`config.mk`:
```
export PLATFORM = sky130hd
export DESIGN_NAME = csv_sensor_frame_parser_unit
export DESIGN_NICKNAME = d
export VERILOG_FILES = /design/src/hdl/csvp_pkg.sv /design/src/hdl/csvp_front.sv /design/src/hdl/csvp_back.sv /design/src/hdl/csvp_out.sv /design/src/hdl/csv_sensor_frame_parser_unit.sv
export VERILOG_INCLUDE_DIRS = /design/src /design/src/hdl
export SDC_FILE = /design/constraint.sdc
export NUM_CORES = 1
export LEC_CHECK = 0
export BUFFER_PORTS_ARGS = -buffer_cell sky130_fd_sc_hd__clkbuf_2
export CAP_MARGIN = 15
export CORE_ASPECT_RATIO = 0.5
export CORE_MARGIN = 2
export CORE_UTILIZATION = 50
export CTS_CLUSTER_SIZE = 16
export DETAILED_ROUTE_END_ITERATION = 16
export GPL_TIMING_DRIVEN = 0
export HOLD_SLACK_MARGIN = 0.06
export PLACE_DENSITY = 0.76
export SLEW_MARGIN = 0
export SYNTH_ARGS = -nofsm -noshare
export SYNTH_HDL_FRONTEND = slang
export SYNTH_SLANG_ARGS = --single-unit
```
`constraint.sdc`:
```
create_clock -name clk -period 25 [get_ports clk]
set_input_delay 5 -clock clk [delete_from_list [all_inputs] [get_ports clk]]
set_output_delay 5 -clock clk [all_outputs]
set_load 0.05 [all_outputs]
```
`src/hdl/csv_sensor_frame_parser_unit_defines.svh`:
```
// assertion macros for the csv sensor frame parser
`ifndef CSV_SENSOR_FRAME_PARSER_UNIT_DEFINES_SVH
`define CSV_SENSOR_FRAME_PARSER_UNIT_DEFINES_SVH

// same-cycle implication, sampled on clk, off during reset
`define CSVP_ASSERT_IMP(label, ante, cons, msg) \
  label: assert property (@(posedge clk) disable iff (!rst_n) (ante) |-> (cons)) \
    else $error(msg);

// next-cycle implication, sampled on clk, off during reset
`define CSVP_ASSERT_NXT(label, ante, cons, msg) \
  label: assert property (@(posedge clk) disable iff (!rst_n) (ante) |=> (cons)) \
    else $error(msg);

`endif

```
`src/hdl/csvp_pkg.sv`:
```
// shared types and constants for the csv sensor frame parser
package csvp_pkg;

  localparam int unsigned BYTE_W     = 8;
  localparam int unsigned FIELD_W    = 31;
  localparam int unsigned OUT_FIELDS = 7;
  localparam int unsigned TAKEN_W    = 3;
  localparam int unsigned SUM_W      = 32;
  localparam int unsigned DIGIT_W    = 4;
  localparam int unsigned OUT_BITS   = OUT_FIELDS * FIELD_W + TAKEN_W;
  localparam int unsigned TDATA_W    = ((OUT_BITS + 7) / 8) * 8;

  localparam logic [BYTE_W-1:0] CHAR_COMMA = 8'h2C;
  localparam logic [BYTE_W-1:0] CHAR_MINUS = 8'h2D;
  localparam logic [BYTE_W-1:0] CHAR_SPACE = 8'h20;
  localparam logic [BYTE_W-1:0] CHAR_CR    = 8'h0D;
  localparam logic [BYTE_W-1:0] CHAR_LF    = 8'h0A;
  localparam logic [BYTE_W-1:0] CHAR_ZERO  = 8'h30;
  localparam logic [BYTE_W-1:0] CHAR_NINE  = 8'h39;

  localparam logic [FIELD_W-1:0] HMIN_RESET = 31'd800;
  localparam logic [TAKEN_W-1:0] TAKEN_MAX  = 3'd7;

  typedef enum logic [2:0] {
    TOK_SKIP,
    TOK_DIGIT,
    TOK_COMMA,
    TOK_MINUS,
    TOK_OTHER
  } tok_kind_t;

  typedef struct packed {
    tok_kind_t           kind;
    logic [DIGIT_W-1:0]  digit;
    logic                last;
  } tok_t;

  typedef struct packed {
    logic [OUT_FIELDS-1:0][FIELD_W-1:0] fields;
    logic [TAKEN_W-1:0]                 taken;
  } frame_t;

endpackage

```
`src/hdl/csvp_front.sv`:
```
// byte classifier and two-entry token queue
module csvp_front (
  input  logic                          clk,
  input  logic                          rst_n,
  input  logic                          in_valid,
  output logic                          in_ready,
  input  logic [csvp_pkg::BYTE_W-1:0]   in_byte,
  input  logic                          in_last,
  output logic                          q_valid,
  output csvp_pkg::tok_t                q_tok,
  input  logic                          q_pop
);

  csvp_pkg::tok_t tok_c;
  csvp_pkg::tok_t entry_r [2];
  logic           wr_ptr_r;
  logic           rd_ptr_r;
  logic [1:0]     cnt_r;
  logic           push;

  always_comb begin
    tok_c.last  = in_last;
    tok_c.digit = '0;
    priority if (in_byte == csvp_pkg::CHAR_SPACE || in_byte == csvp_pkg::CHAR_CR ||
                 in_byte == csvp_pkg::CHAR_LF) begin
      tok_c.kind = csvp_pkg::TOK_SKIP;
    end else if (in_byte >= csvp_pkg::CHAR_ZERO && in_byte <= csvp_pkg::CHAR_NINE) begin
      tok_c.kind  = csvp_pkg::TOK_DIGIT;
      tok_c.digit = csvp_pkg::DIGIT_W'(in_byte - csvp_pkg::CHAR_ZERO);
    end else if (in_byte == csvp_pkg::CHAR_COMMA) begin
      tok_c.kind = csvp_pkg::TOK_COMMA;
    end else if (in_byte == csvp_pkg::CHAR_MINUS) begin
      tok_c.kind = csvp_pkg::TOK_MINUS;
    end else begin
      tok_c.kind = csvp_pkg::TOK_OTHER;
    end
  end

  assign in_ready = (cnt_r != 2'd2);
  assign push     = in_valid && in_ready;
  assign q_valid  = (cnt_r != 2'd0);
  assign q_tok    = entry_r[rd_ptr_r];

  always_ff @(posedge clk) begin
    if (push) begin
      entry_r[wr_ptr_r] <= tok_c;
    end
  end

  always_ff @(posedge clk) begin
    if (!rst_n) begin
      wr_ptr_r <= 1'b0;
      rd_ptr_r <= 1'b0;
      cnt_r    <= 2'd0;
    end else begin
      if (push) begin
        wr_ptr_r <= ~wr_ptr_r;
      end
      if (q_pop) begin
        rd_ptr_r <= ~rd_ptr_r;
      end
      cnt_r <= cnt_r + 2'(push) - 2'(q_pop);
    end
  end

endmodule

```
`src/hdl/csvp_back.sv`:
```
// field parser: decimal accumulator, field store and frame snapshot
module csvp_back #(
  parameter int FIELD_COUNT = 7
) (
  input  logic                          clk,
  input  logic                          rst_n,
  input  logic                          cfg_wr_en,
  input  logic [csvp_pkg::FIELD_W-1:0]  cfg_wr_data,
  input  logic                          q_valid,
  input  csvp_pkg::tok_t                q_tok,
  output logic                          q_pop,
  output logic                          frame_valid,
  input  logic                          frame_ready,
  output csvp_pkg::frame_t              frame
);

  localparam int PW   = $clog2(FIELD_COUNT + 1);
  localparam int NPAD = (FIELD_COUNT > csvp_pkg::OUT_FIELDS) ? FIELD_COUNT
                                                              : csvp_pkg::OUT_FIELDS;
  localparam int PROD_W = csvp_pkg::FIELD_W + 4;

  logic [csvp_pkg::FIELD_W-1:0] fields_r   [FIELD_COUNT];
  logic [csvp_pkg::FIELD_W-1:0] fields_nxt [FIELD_COUNT];
  logic [csvp_pkg::FIELD_W-1:0] pad_c      [NPAD];
  logic [PW-1:0]                pos_r, pos_proc, pos_nxt;
  logic [csvp_pkg::FIELD_W-1:0] acc_r, acc_proc, acc_nxt;
  logic                         inv_r, inv_proc, inv_nxt;
  logic                         neg_r, neg_proc, neg_nxt;
  logic                         stop_r, stop_nxt;
  logic [csvp_pkg::FIELD_W-1:0] hmin_r;
  logic [PROD_W-1:0]            prod_c;
  logic                         over_c;
  logic [csvp_pkg::FIELD_W-1:0] val_c;

  // acc * 10 + digit
  assign prod_c = PROD_W'({acc_r, 3'b000}) + PROD_W'({acc_r, 1'b0}) + PROD_W'(q_tok.digit);
  assign over_c = |prod_c[PROD_W-1:csvp_pkg::FIELD_W];
  assign val_c  = inv_r ? '0 : acc_r;

  always_comb begin
    for (int i = 0; i < FIELD_COUNT; i++) begin
      fields_nxt[i] = fields_r[i];
    end
    pos_proc = pos_r;
    acc_proc = acc_r;
    inv_proc = inv_r;
    neg_proc = neg_r;
    stop_nxt = stop_r;
    if (!stop_r) begin
      unique case (q_tok.kind)
        csvp_pkg::TOK_COMMA: begin
          priority if (!inv_r && neg_r && (acc_r != '0)) begin
            stop_nxt = 1'b1;
          end else if (pos_r >= PW'(FIELD_COUNT)) begin
            stop_nxt = 1'b1;
          end else if ((pos_r == '0) && (val_c < hmin_r)) begin
            stop_nxt = 1'b1;
          end else begin
            for (int i = 0; i < FIELD_COUNT; i++) begin
              if (pos_r == PW'(i)) begin
                fields_nxt[i] = val_c;
              end
            end
            pos_proc = pos_r + PW'(1);
            acc_proc = '0;
            inv_proc = 1'b0;
            neg_proc = 1'b0;
          end
        end
        csvp_pkg::TOK_DIGIT: begin
          if (over_c) begin
            inv_proc = 1'b1;
            acc_proc = '0;
          end else if (!inv_r) begin
            acc_proc = prod_c[csvp_pkg::FIELD_W-1:0];
          end
        end
        csvp_pkg::TOK_MINUS: begin
          if (!neg_r && !inv_r && (acc_r == '0)) begin
            neg_proc = 1'b1;
          end else begin
            inv_proc = 1'b1;
          end
        end
        csvp_pkg::TOK_OTHER: begin
          inv_proc = 1'b1;
        end
        default: begin
        end
      endcase
    end

    pos_nxt = pos_proc;
    acc_nxt = acc_proc;
    inv_nxt = inv_proc;
    neg_nxt = neg_proc;
    if (q_tok.last) begin
      pos_nxt  = '0;
      acc_nxt  = '0;
      inv_nxt  = 1'b0;
      neg_nxt  = 1'b0;
      stop_nxt = 1'b0;
    end

    for (int i = 0; i < NPAD; i++) begin
      pad_c[i] = '0;
    end
    for (int i = 0; i < FIELD_COUNT; i++) begin
      pad_c[i] = fields_nxt[i];
    end
    for (int i = 0; i < csvp_pkg::OUT_FIELDS; i++) begin
      frame.fields[i] = pad_c[i];
    end
    frame.taken = (pos_proc > PW'(7)) ? csvp_pkg::TAKEN_MAX
                                      : csvp_pkg::TAKEN_W'(pos_proc);
  end

  assign frame_valid = q_valid && q_tok.last;
  assign q_pop       = q_valid && (!q_tok.last || frame_ready);

  always_ff @(posedge clk) begin
    if (!rst_n) begin
      for (int i = 0; i < FIELD_COUNT; i++) begin
        fields_r[i] <= '0;
      end
      pos_r  <= '0;
      acc_r  <= '0;
      inv_r  <= 1'b0;
      neg_r  <= 1'b0;
      stop_r <= 1'b0;
      hmin_r <= csvp_pkg::HMIN_RESET;
    end else begin
      if (cfg_wr_en) begin
        hmin_r <= cfg_wr_data;
      end
      if (q_pop) begin
        for (int i = 0; i < FIELD_COUNT; i++) begin
          fields_r[i] <= fields_nxt[i];
        end
        pos_r  <= pos_nxt;
        acc_r  <= acc_nxt;
        inv_r  <= inv_nxt;
        neg_r  <= neg_nxt;
        stop_r <= stop_nxt;
      end
    end
  end

endmodule

```
`src/hdl/csvp_out.sv`:
```
// frame hold stage, checksum compare and output register
module csvp_out (
  input  logic                          clk,
  input  logic                          rst_n,
  input  logic                          frame_valid,
  output logic                          frame_ready,
  input  csvp_pkg::frame_t              frame,
  output logic                          out_valid,
  input  logic                          out_ready,
  output logic [csvp_pkg::TDATA_W-1:0]  out_data,
  output logic                          out_ok
);

  csvp_pkg::frame_t              frame_r;
  logic                          a_valid_r;
  logic                          b_valid_r;
  logic [csvp_pkg::TDATA_W-1:0]  data_r;
  logic                          ok_r;
  logic [csvp_pkg::SUM_W-1:0]    sum_c;
  logic                          ok_c;
  logic                          a_ready;
  logic                          b_ready;

  // wrapped sum of all fields but the check field
  assign sum_c = csvp_pkg::SUM_W'(frame_r.fields[0]) + csvp_pkg::SUM_W'(frame_r.fields[1])
               + csvp_pkg::SUM_W'(frame_r.fields[2]) + csvp_pkg::SUM_W'(frame_r.fields[4])
               + csvp_pkg::SUM_W'(frame_r.fields[5]) + csvp_pkg::SUM_W'(frame_r.fields[6]);
  assign ok_c  = (sum_c == csvp_pkg::SUM_W'(frame_r.fields[3]));

  assign b_ready     = !b_valid_r || out_ready;
  assign a_ready     = !a_valid_r || b_ready;
  assign frame_ready = a_ready;
  assign out_valid   = b_valid_r;
  assign out_data    = data_r;
  assign out_ok      = ok_r;

  always_ff @(posedge clk) begin
    if (a_ready && frame_valid) begin
      frame_r <= frame;
    end
    if (b_ready && a_valid_r) begin
      data_r <= csvp_pkg::TDATA_W'({frame_r.taken, frame_r.fields});
      ok_r   <= ok_c;
    end
  end

  always_ff @(posedge clk) begin
    if (!rst_n) begin
      a_valid_r <= 1'b0;
      b_valid_r <= 1'b0;
    end else begin
      if (a_ready) begin
        a_valid_r <= frame_valid;
      end
      if (b_ready) begin
        b_valid_r <= a_valid_r;
      end
    end
  end

endmodule

```
`src/hdl/csv_sensor_frame_parser_unit.sv`:
```
// top level of the csv sensor frame parser
//
// in_*: one ascii character per word in in_tdata, in_tlast on the final
// character of a chunk. out_*: one word per chunk, sent after its last
// character, with the seven stored fields, the field count and the checksum
// flag. cfg_wr_en/cfg_wr_data write the least accepted header value.
// a character is accepted every cycle while the two-entry token queue has
// room; the parser pops one token per cycle unless a chunk-end token waits
// for the frame hold, so the sustained rate is one word per cycle while the
// receiver keeps up. a chunk's end passes the token queue, the frame hold
// and the checksum register before out_tvalid rises. a stalled receiver
// first fills the frame hold and output registers, then holds the parser
// on its next chunk-end token and then the queue; in_tready then drops.
// reset clears the stored fields, the parse state and the valid flags of both
// pipeline registers and sets the header minimum to 800.
`include "csv_sensor_frame_parser_unit_defines.svh"

module csv_sensor_frame_parser_unit #(
  parameter int FIELD_COUNT = 7
) (
  input  logic                          clk,
  input  logic                          rst_n,
  input  logic                          in_tvalid,
  output logic                          in_tready,
  input  logic [7:0]                    in_tdata,    // data_byte
  input  logic                          in_tlast,
  output logic                          out_tvalid,
  input  logic                          out_tready,
  // header_value, channel_a, channel_b, check_value, time_first, time_second,
  // time_between, fields_taken, zero fill
  output logic [csvp_pkg::TDATA_W-1:0]  out_tdata,
  output logic                          out_tuser,   // checksum_ok
  input  logic                          cfg_wr_en,
  input  logic [csvp_pkg::FIELD_W-1:0]  cfg_wr_data
);

  logic                        q_valid;
  logic                        q_pop;
  csvp_pkg::tok_t              q_tok;
  logic                        frame_valid;
  logic                        frame_ready;
  csvp_pkg::frame_t            frame;
  logic [csvp_pkg::SUM_W-1:0]  out_sum;
  logic                        out_sum_ok;

  csvp_front u_front (
    .clk      (clk),
    .rst_n    (rst_n),
    .in_valid (in_tvalid),
    .in_ready (in_tready),
    .in_byte  (in_tdata),
    .in_last  (in_tlast),
    .q_valid  (q_valid),
    .q_tok    (q_tok),
    .q_pop    (q_pop)
  );

  csvp_back #(
    .FIELD_COUNT (FIELD_COUNT)
  ) u_back (
    .clk         (clk),
    .rst_n       (rst_n),
    .cfg_wr_en   (cfg_wr_en),
    .cfg_wr_data (cfg_wr_data),
    .q_valid     (q_valid),
    .q_tok       (q_tok),
    .q_pop       (q_pop),
    .frame_valid (frame_valid),
    .frame_ready (frame_ready),
    .frame       (frame)
  );

  csvp_out u_out (
    .clk         (clk),
    .rst_n       (rst_n),
    .frame_valid (frame_valid),
    .frame_ready (frame_ready),
    .frame       (frame),
    .out_valid   (out_tvalid),
    .out_ready   (out_tready),
    .out_data    (out_tdata),
    .out_ok      (out_tuser)
  );

  // checksum recomputed from the output word
  assign out_sum    = 32'(out_tdata[30:0]) + 32'(out_tdata[61:31]) + 32'(out_tdata[92:62])
                    + 32'(out_tdata[154:124]) + 32'(out_tdata[185:155])
                    + 32'(out_tdata[216:186]);
  assign out_sum_ok = (out_sum == 32'(out_tdata[123:93]));

  `CSVP_ASSERT_IMP(a_full_has_data, !in_tready, q_valid, "queue full but reports empty")
  `CSVP_ASSERT_NXT(a_tok_held, q_valid && !q_pop, q_valid, "unpopped token lost from queue")
  `CSVP_ASSERT_IMP(a_checksum, out_tvalid, out_tuser == out_sum_ok, "checksum flag wrong")

endmodule

```
==> out/results.txt, run 1 <==
status -> complete, no violations
routed via count -> 23569
Max Slew Vio Count -> 0
placed insts -> 4085
ys async rst share -> 0%
unrepaired setup endpoints after global routing -> false
cell taking the most area after synthesis -> edfxtp_1
CTS buffer count -> 70
Design Area, Final -> 41000 um2
layout cells sized above 1 -> 14.8%
worst hold stages -> 0
# nets final -> 3498
Synth Cell Area -> 36000 um2
Initial Util -> 50.6%
DP HPWL -> 66200 um
Rows -> 69
Die H -> 194 um
Post-CTS Setup Repair Bufs -> 0
CP Capture Type -> register
Post-Synthesis Cells -> 2848
clk_skew -> 0.0265 ns
non-filler cells, final -> 4211
EDFF count, synth -> 674
Synth Flop Type -> edfxtp_1
fmax -> 136 MHz
Routed Antenna Nets -> 0
relative slew slack -> 27.3%
Core Region -> 71100 um2
DR vias/cell -> 5.60
syn avg cell area -> 12.6 um2
setup_tns -> 0 ns
unique cell type count in the Yosys netlist -> 84
htree depth -> 3
antenna violations before repair -> 1
synth warn -> 0
port buffer count -> 266
DR DRC count -> 0
area share of the leading cell type in the synthesized netlist -> 56.3%
wirelength, routed -> 92500 um
Max-Cap Viols -> 0
final worst-path cycle share -> 29.4%
first-pass GRT wire length -> 140000 um
die area -> 74200 um2
crit start category -> input port
class of the worst hold path -> register to register
CP max FO -> 10
hold_buf cts -> 0
R2R cell count -> 14
RD Place Congestion -> 0.922
final hold violations -> 0
Bufs on Longest Clock Path -> 3
WP data required -> 25.32 ns
Die W -> 383 um
Tmin final -> 7.36 ns
largest net degree at the start of global routing -> 115
area delta synth->final -> 14.1%
gr usage total -> 24.9%
# setup viols final -> 0
Worst-Skew Late Latency -> 0.63 ns
Ant. Diodes -> 0
Tightest Pin Transition -> 1.09 ns
cts repair resizes -> 0
clock slew seen by the registers of the worst setup and hold paths -> 0.07 ns
register bit total from synthesis -> 749
DR WL/cell -> 22.0 um
Arr. time, crit path -> 7.68 ns
top post-synthesis cells by count -> 674 x edfxtp_1, 334 x nand2_1, 270 x inv_1
kind of critical path -> input port to register
CTS sink cnt -> 749
Multi-input gate area -> 12600 um2
DP Area -> 38800 um2
synth top area cells -> edfxtp_1 56%, fa_1 7.0%, ha_1 4.5%, dfxtp_1 4.2%, nor2b_1 3.8%
Fillers -> 5581
Ports -> 272
DR pass1 iterations -> 6
initial DRC count -> 2580
root buf cell -> clkbuf_16
CTS tree -> built
Reg area -> 21700 um2
sequential area share after synthesis -> 60.5%
count leader, synth -> edfxtp_1
vias in the first global route -> 23900
global route overflow -> 0
[registers in the layout (all words and copies together), names as in the netlist, 2 cells and up, named ones only]
register / cells
u_back.hmin_r: 31
u_back.pos_r: 3
u_out.frame_r: 220
u_back.acc_r: 31
u_back.fields_r: 217
u_front.cnt_r: 2
u_front.entry_r: 16
u_out.out_data: 220
[routing by layer]
layer	track usage [%]	part of all wire, %	vias to the layer above
met5	0	0	-
met4	8.88	3.6	0
met3	5.25	8.5	187
met2	41.9	49	1027
met1	32.1	39	11696
li1	-	-	10659
[final cells by class]
cell class                 instances  share of cell area [%]
buffer                           114                    1.40
inverter                         271                    2.50
tap                              958                    2.92
clock inverter                    39                   0.927
clock buffer                      87                    4.63
timing repair buffer             276                    3.81
sequential                       749                    53.0
multi-input combinational       1717                    30.8
[path summary, 6_finish.rpt]
kind / startpoint / to / slack [ns]
setup / recovery: out_tready / u_back.fields_r[0][11] / 17.64
hold reg to reg: u_out.frame_r[65] / u_out.out_data[62] / 0.44
hold / removal: u_out.frame_r[65] / u_out.out_data[62] / 0.44
setup reg to reg: u_back.inv_r / u_back.fields_r[0][19] / 19.45
[cell usage in the layout (no fill, tap or decap), types with 73 or more instances in the layout]
master | synthesis | layout
o21ai_0 | 166 | 166
clkbuf_16 | 0 | 74
clkbuf_1 | 60 | 73
ha_1 | 129 | 129
a21oi_1 | 79 | 79
fa_1 | 125 | 125
edfxtp_1 | 674 | 674
dfxtp_1 | 75 | 75
clkbuf_2 | 6 | 272
inv_1 | 270 | 269
o21ai_1 | 106 | 106
nand2_1 | 334 | 334
nor2b_1 | 220 | 219
[cell families (layout without fill, tap and decap cells)]
| logic type | count (synthesis) | in the layout | synth area share [%] |
|---|---|---|---|
| flip-flops | 749 | 749 | 60.5 |
| XOR/XNOR | 74 | 74 | 1.82 |
| adder cells (fa/ha/maj) | 254 | 254 | 11.4 |
| multiplexers | 69 | 69 | 1.94 |
| AO/OA/AOI/OAI | 482 | 482 | 8.04 |
| buffers and inverters | 385 | 787 | 4.43 |
| other | 1 | 4 | 0.0104 |
| AND/OR/NAND/NOR | 834 | 834 | 11.8 |
[critical path, cell delays in order]
cell and delay, ns:
clkbuf_2 0.08, nor2b_1 0.30, nand2_1 0.14, o22a_1 0.17
clkbuf_1 0.21, nand2_1 0.41, clkbuf_1 0.43, clkbuf_1 0.80
nor2b_1 0.13
[through the flow]
step                util, %  setup slack (ns)  hold WS [ns]
CTS                    57.7             17.74         0.440
floorplan                 -              9.34         0.400
finish                 57.7             17.64         0.443
global placement       54.2              5.41         0.439
global route           57.7             17.49         0.445
detailed placement     54.5             17.11         0.442
Power of run 1 is not shown: default switching activity piles up to over one toggle a cycle in this logic, so the estimate is an artifact.
==> run 2: changes to the inputs <==
--- a/config.mk
+++ b/config.mk
@@ -15,7 +15,7 @@
 export DETAILED_ROUTE_END_ITERATION = 16
 export GPL_TIMING_DRIVEN = 0
 export HOLD_SLACK_MARGIN = 0.06
-export PLACE_DENSITY = 0.76
+export PLACE_DENSITY = 0.79
 export SLEW_MARGIN = 0
 export SYNTH_ARGS = -nofsm -noshare
 export SYNTH_HDL_FRONTEND = slang
==> constraint.sdc (replaced) <==
create_clock -name clk -period 6 [get_ports clk]
set_input_delay 1.2 -clock clk [delete_from_list [all_inputs] [get_ports clk]]
set_output_delay 1.2 -clock clk [all_outputs]
set_load 0.05 [all_outputs]
==> out/results.txt, run 2 (synthesis results as in run 1) <==
Critical Path End -> u_out.out_ok
wirelength, routed -> 93700 um
Tightest Pin Transition -> 1.06 ns
Tmin final -> 5.65 ns
hold_buf cts -> 0
Max-Cap Viols -> 0
Critical Path Start -> u_out.frame_r[5]
CP max-delay cell -> fa_1
gr usage total -> 25.0%
Bufs on Longest Clock Path -> 3
DR pass1 iterations -> 6
CTS buffer count -> 69
Arr. time, crit path -> 6.10 ns
final worst-path cycle share -> 94.2%
RD Place Congestion -> 0.914
status -> complete, no violations
Multi-input gate area -> 12600 um2
area delta synth->final -> 13.9%
CTS tree -> built
cts repair resizes -> 0
cell count along the critical path -> 17
Design Area, Final -> 40900 um2
Routed Antenna Nets -> 0
Fillers -> 5480
delay-heaviest family, CP -> adder cells
final hold violations -> 0
Reg area -> 21700 um2
kind of critical path -> register to register
Reg-to-Reg End -> u_out.out_ok
min-delay src -> u_out.frame_r[65]
largest net degree at the start of global routing -> 69
DP HPWL -> 67600 um
R2R cell count -> 17
# nets final -> 3502
CTS sink cnt -> 749
htree depth -> 3
Core Region -> 71100 um2
vias in the first global route -> 23938
most frequent cells in the layout -> 674 x edfxtp_1, 334 x nand2_1, 272 x clkbuf_2
critical path's largest stage delay -> 0.59 ns
Rows -> 69
CP max FO -> 2
Ant. Diodes -> 0
routed via count -> 24016
Post-CTS Setup Repair Bufs -> 0
DR DRC count -> 0
Final WS setup -> 0.347 ns
DR WL/cell -> 22.3 um
global route overflow -> 0
Worst-Skew Late Latency -> 0.63 ns
hold slack -> 0.451 ns
CP Capture Type -> register
WP data required -> 6.45 ns
CP Buf/Inv Count -> 2
Max Slew Vio Count -> 0
unrepaired setup endpoints after global routing -> false
# setup viols final -> 0
root buf cell -> clkbuf_16
relative slew slack -> 29.1%
clk_skew -> 0.0287 ns
initial DRC count -> 3155
Initial Util -> 50.6%
Worst R2R Setup Slack -> 0.35 ns
clock slew seen by the registers of the worst setup and hold paths -> 0.07 ns
Die H -> 194 um
class of the worst hold path -> register to register
worst path cell trace -> fa_1, inv_1, fa_1, fa_1, inv_1, ha_1, fa_1, xnor2_1, nand4_1, a211oi_1, o2111ai_1, nor3b_1, nand4_1, a2111oi_2, nand4_1, or4_1, nor4_2
reg2reg start -> u_out.frame_r[5]
DP Area -> 38800 um2
die area -> 74200 um2
Ports -> 272
utilization after layout -> 57.6%
most common cell after layout, fill and taps aside -> edfxtp_1
Die W -> 383 um
dpl ws -> 0.482 ns
cell mode on critical path -> fa_1
fmax -> 177 MHz
layout cells sized above 1 -> 14.5%
first-pass GRT wire length -> 141000 um
DR vias/cell -> 5.70
port buffer count -> 266
antenna violations before repair -> 3
crit start category -> register
-- run 2: worst min path at each step --
stage | endpoint | slack (ns) | cells past startpoint
finish | u_out.out_data[62] | 0.45 | 0
global route | u_out.out_data[31] | 0.46 | 0
global placement | u_out.out_data[0] | 0.44 | 0
floorplan | u_out.out_data[217] | 0.40 | 0
detailed placement | u_out.out_data[31] | 0.44 | 0
CTS | u_out.out_data[62] | 0.45 | 0
-- run 2: worst reg2reg max path, cell delays in order, from the launching register on --
cell and delay, ns:
edfxtp_1 0.50, fa_1 0.59, inv_1 0.06, fa_1 0.54, fa_1 0.55, inv_1 0.05, ha_1 0.24, fa_1 0.52
xnor2_1 0.12, nand4_1 0.13, a211oi_1 0.37, o2111ai_1 0.23, nor3b_1 0.25, nand4_1 0.13, a2111oi_2 0.37, nand4_1 0.15
or4_1 0.52, nor4_2 0.17
-- run 2: cell type report --
type,instances,area share [%]
flip-flops and latches,749,53.1
multi-input cells,1717,30.9
clock buffers,83,4.42
repair buffers,281,4.04
well taps,958,2.93
inverters,271,2.49
plain buffers,114,1.41
clock inverters,37,0.730
-- run 2: metal layers --
metal | vias up | part of all wire (%) | global-route usage, %
li1 | 10669 | - | -
met1 | 11926 | 37 | 31.8
met2 | 1203 | 49 | 42.1
met3 | 218 | 9.5 | 5.27
met4 | 0 | 4.0 | 9.94
met5 | - | 0 | 0
-- run 2: stage by stage --
| stage | instances | setup TNS [ns] |
|---|---|---|
| 2_1_floorplan | 2851 | 0 |
| 3_3_place_gp | 4075 | -642.86 |
| 3_5_place_dp | 4090 | 0 |
| 4_1_cts | 4210 | 0 |
| 5_1_grt | 4210 | 0 |
| 6_report | 4210 | 0 |
Power of run 2 is left out for the same reason.
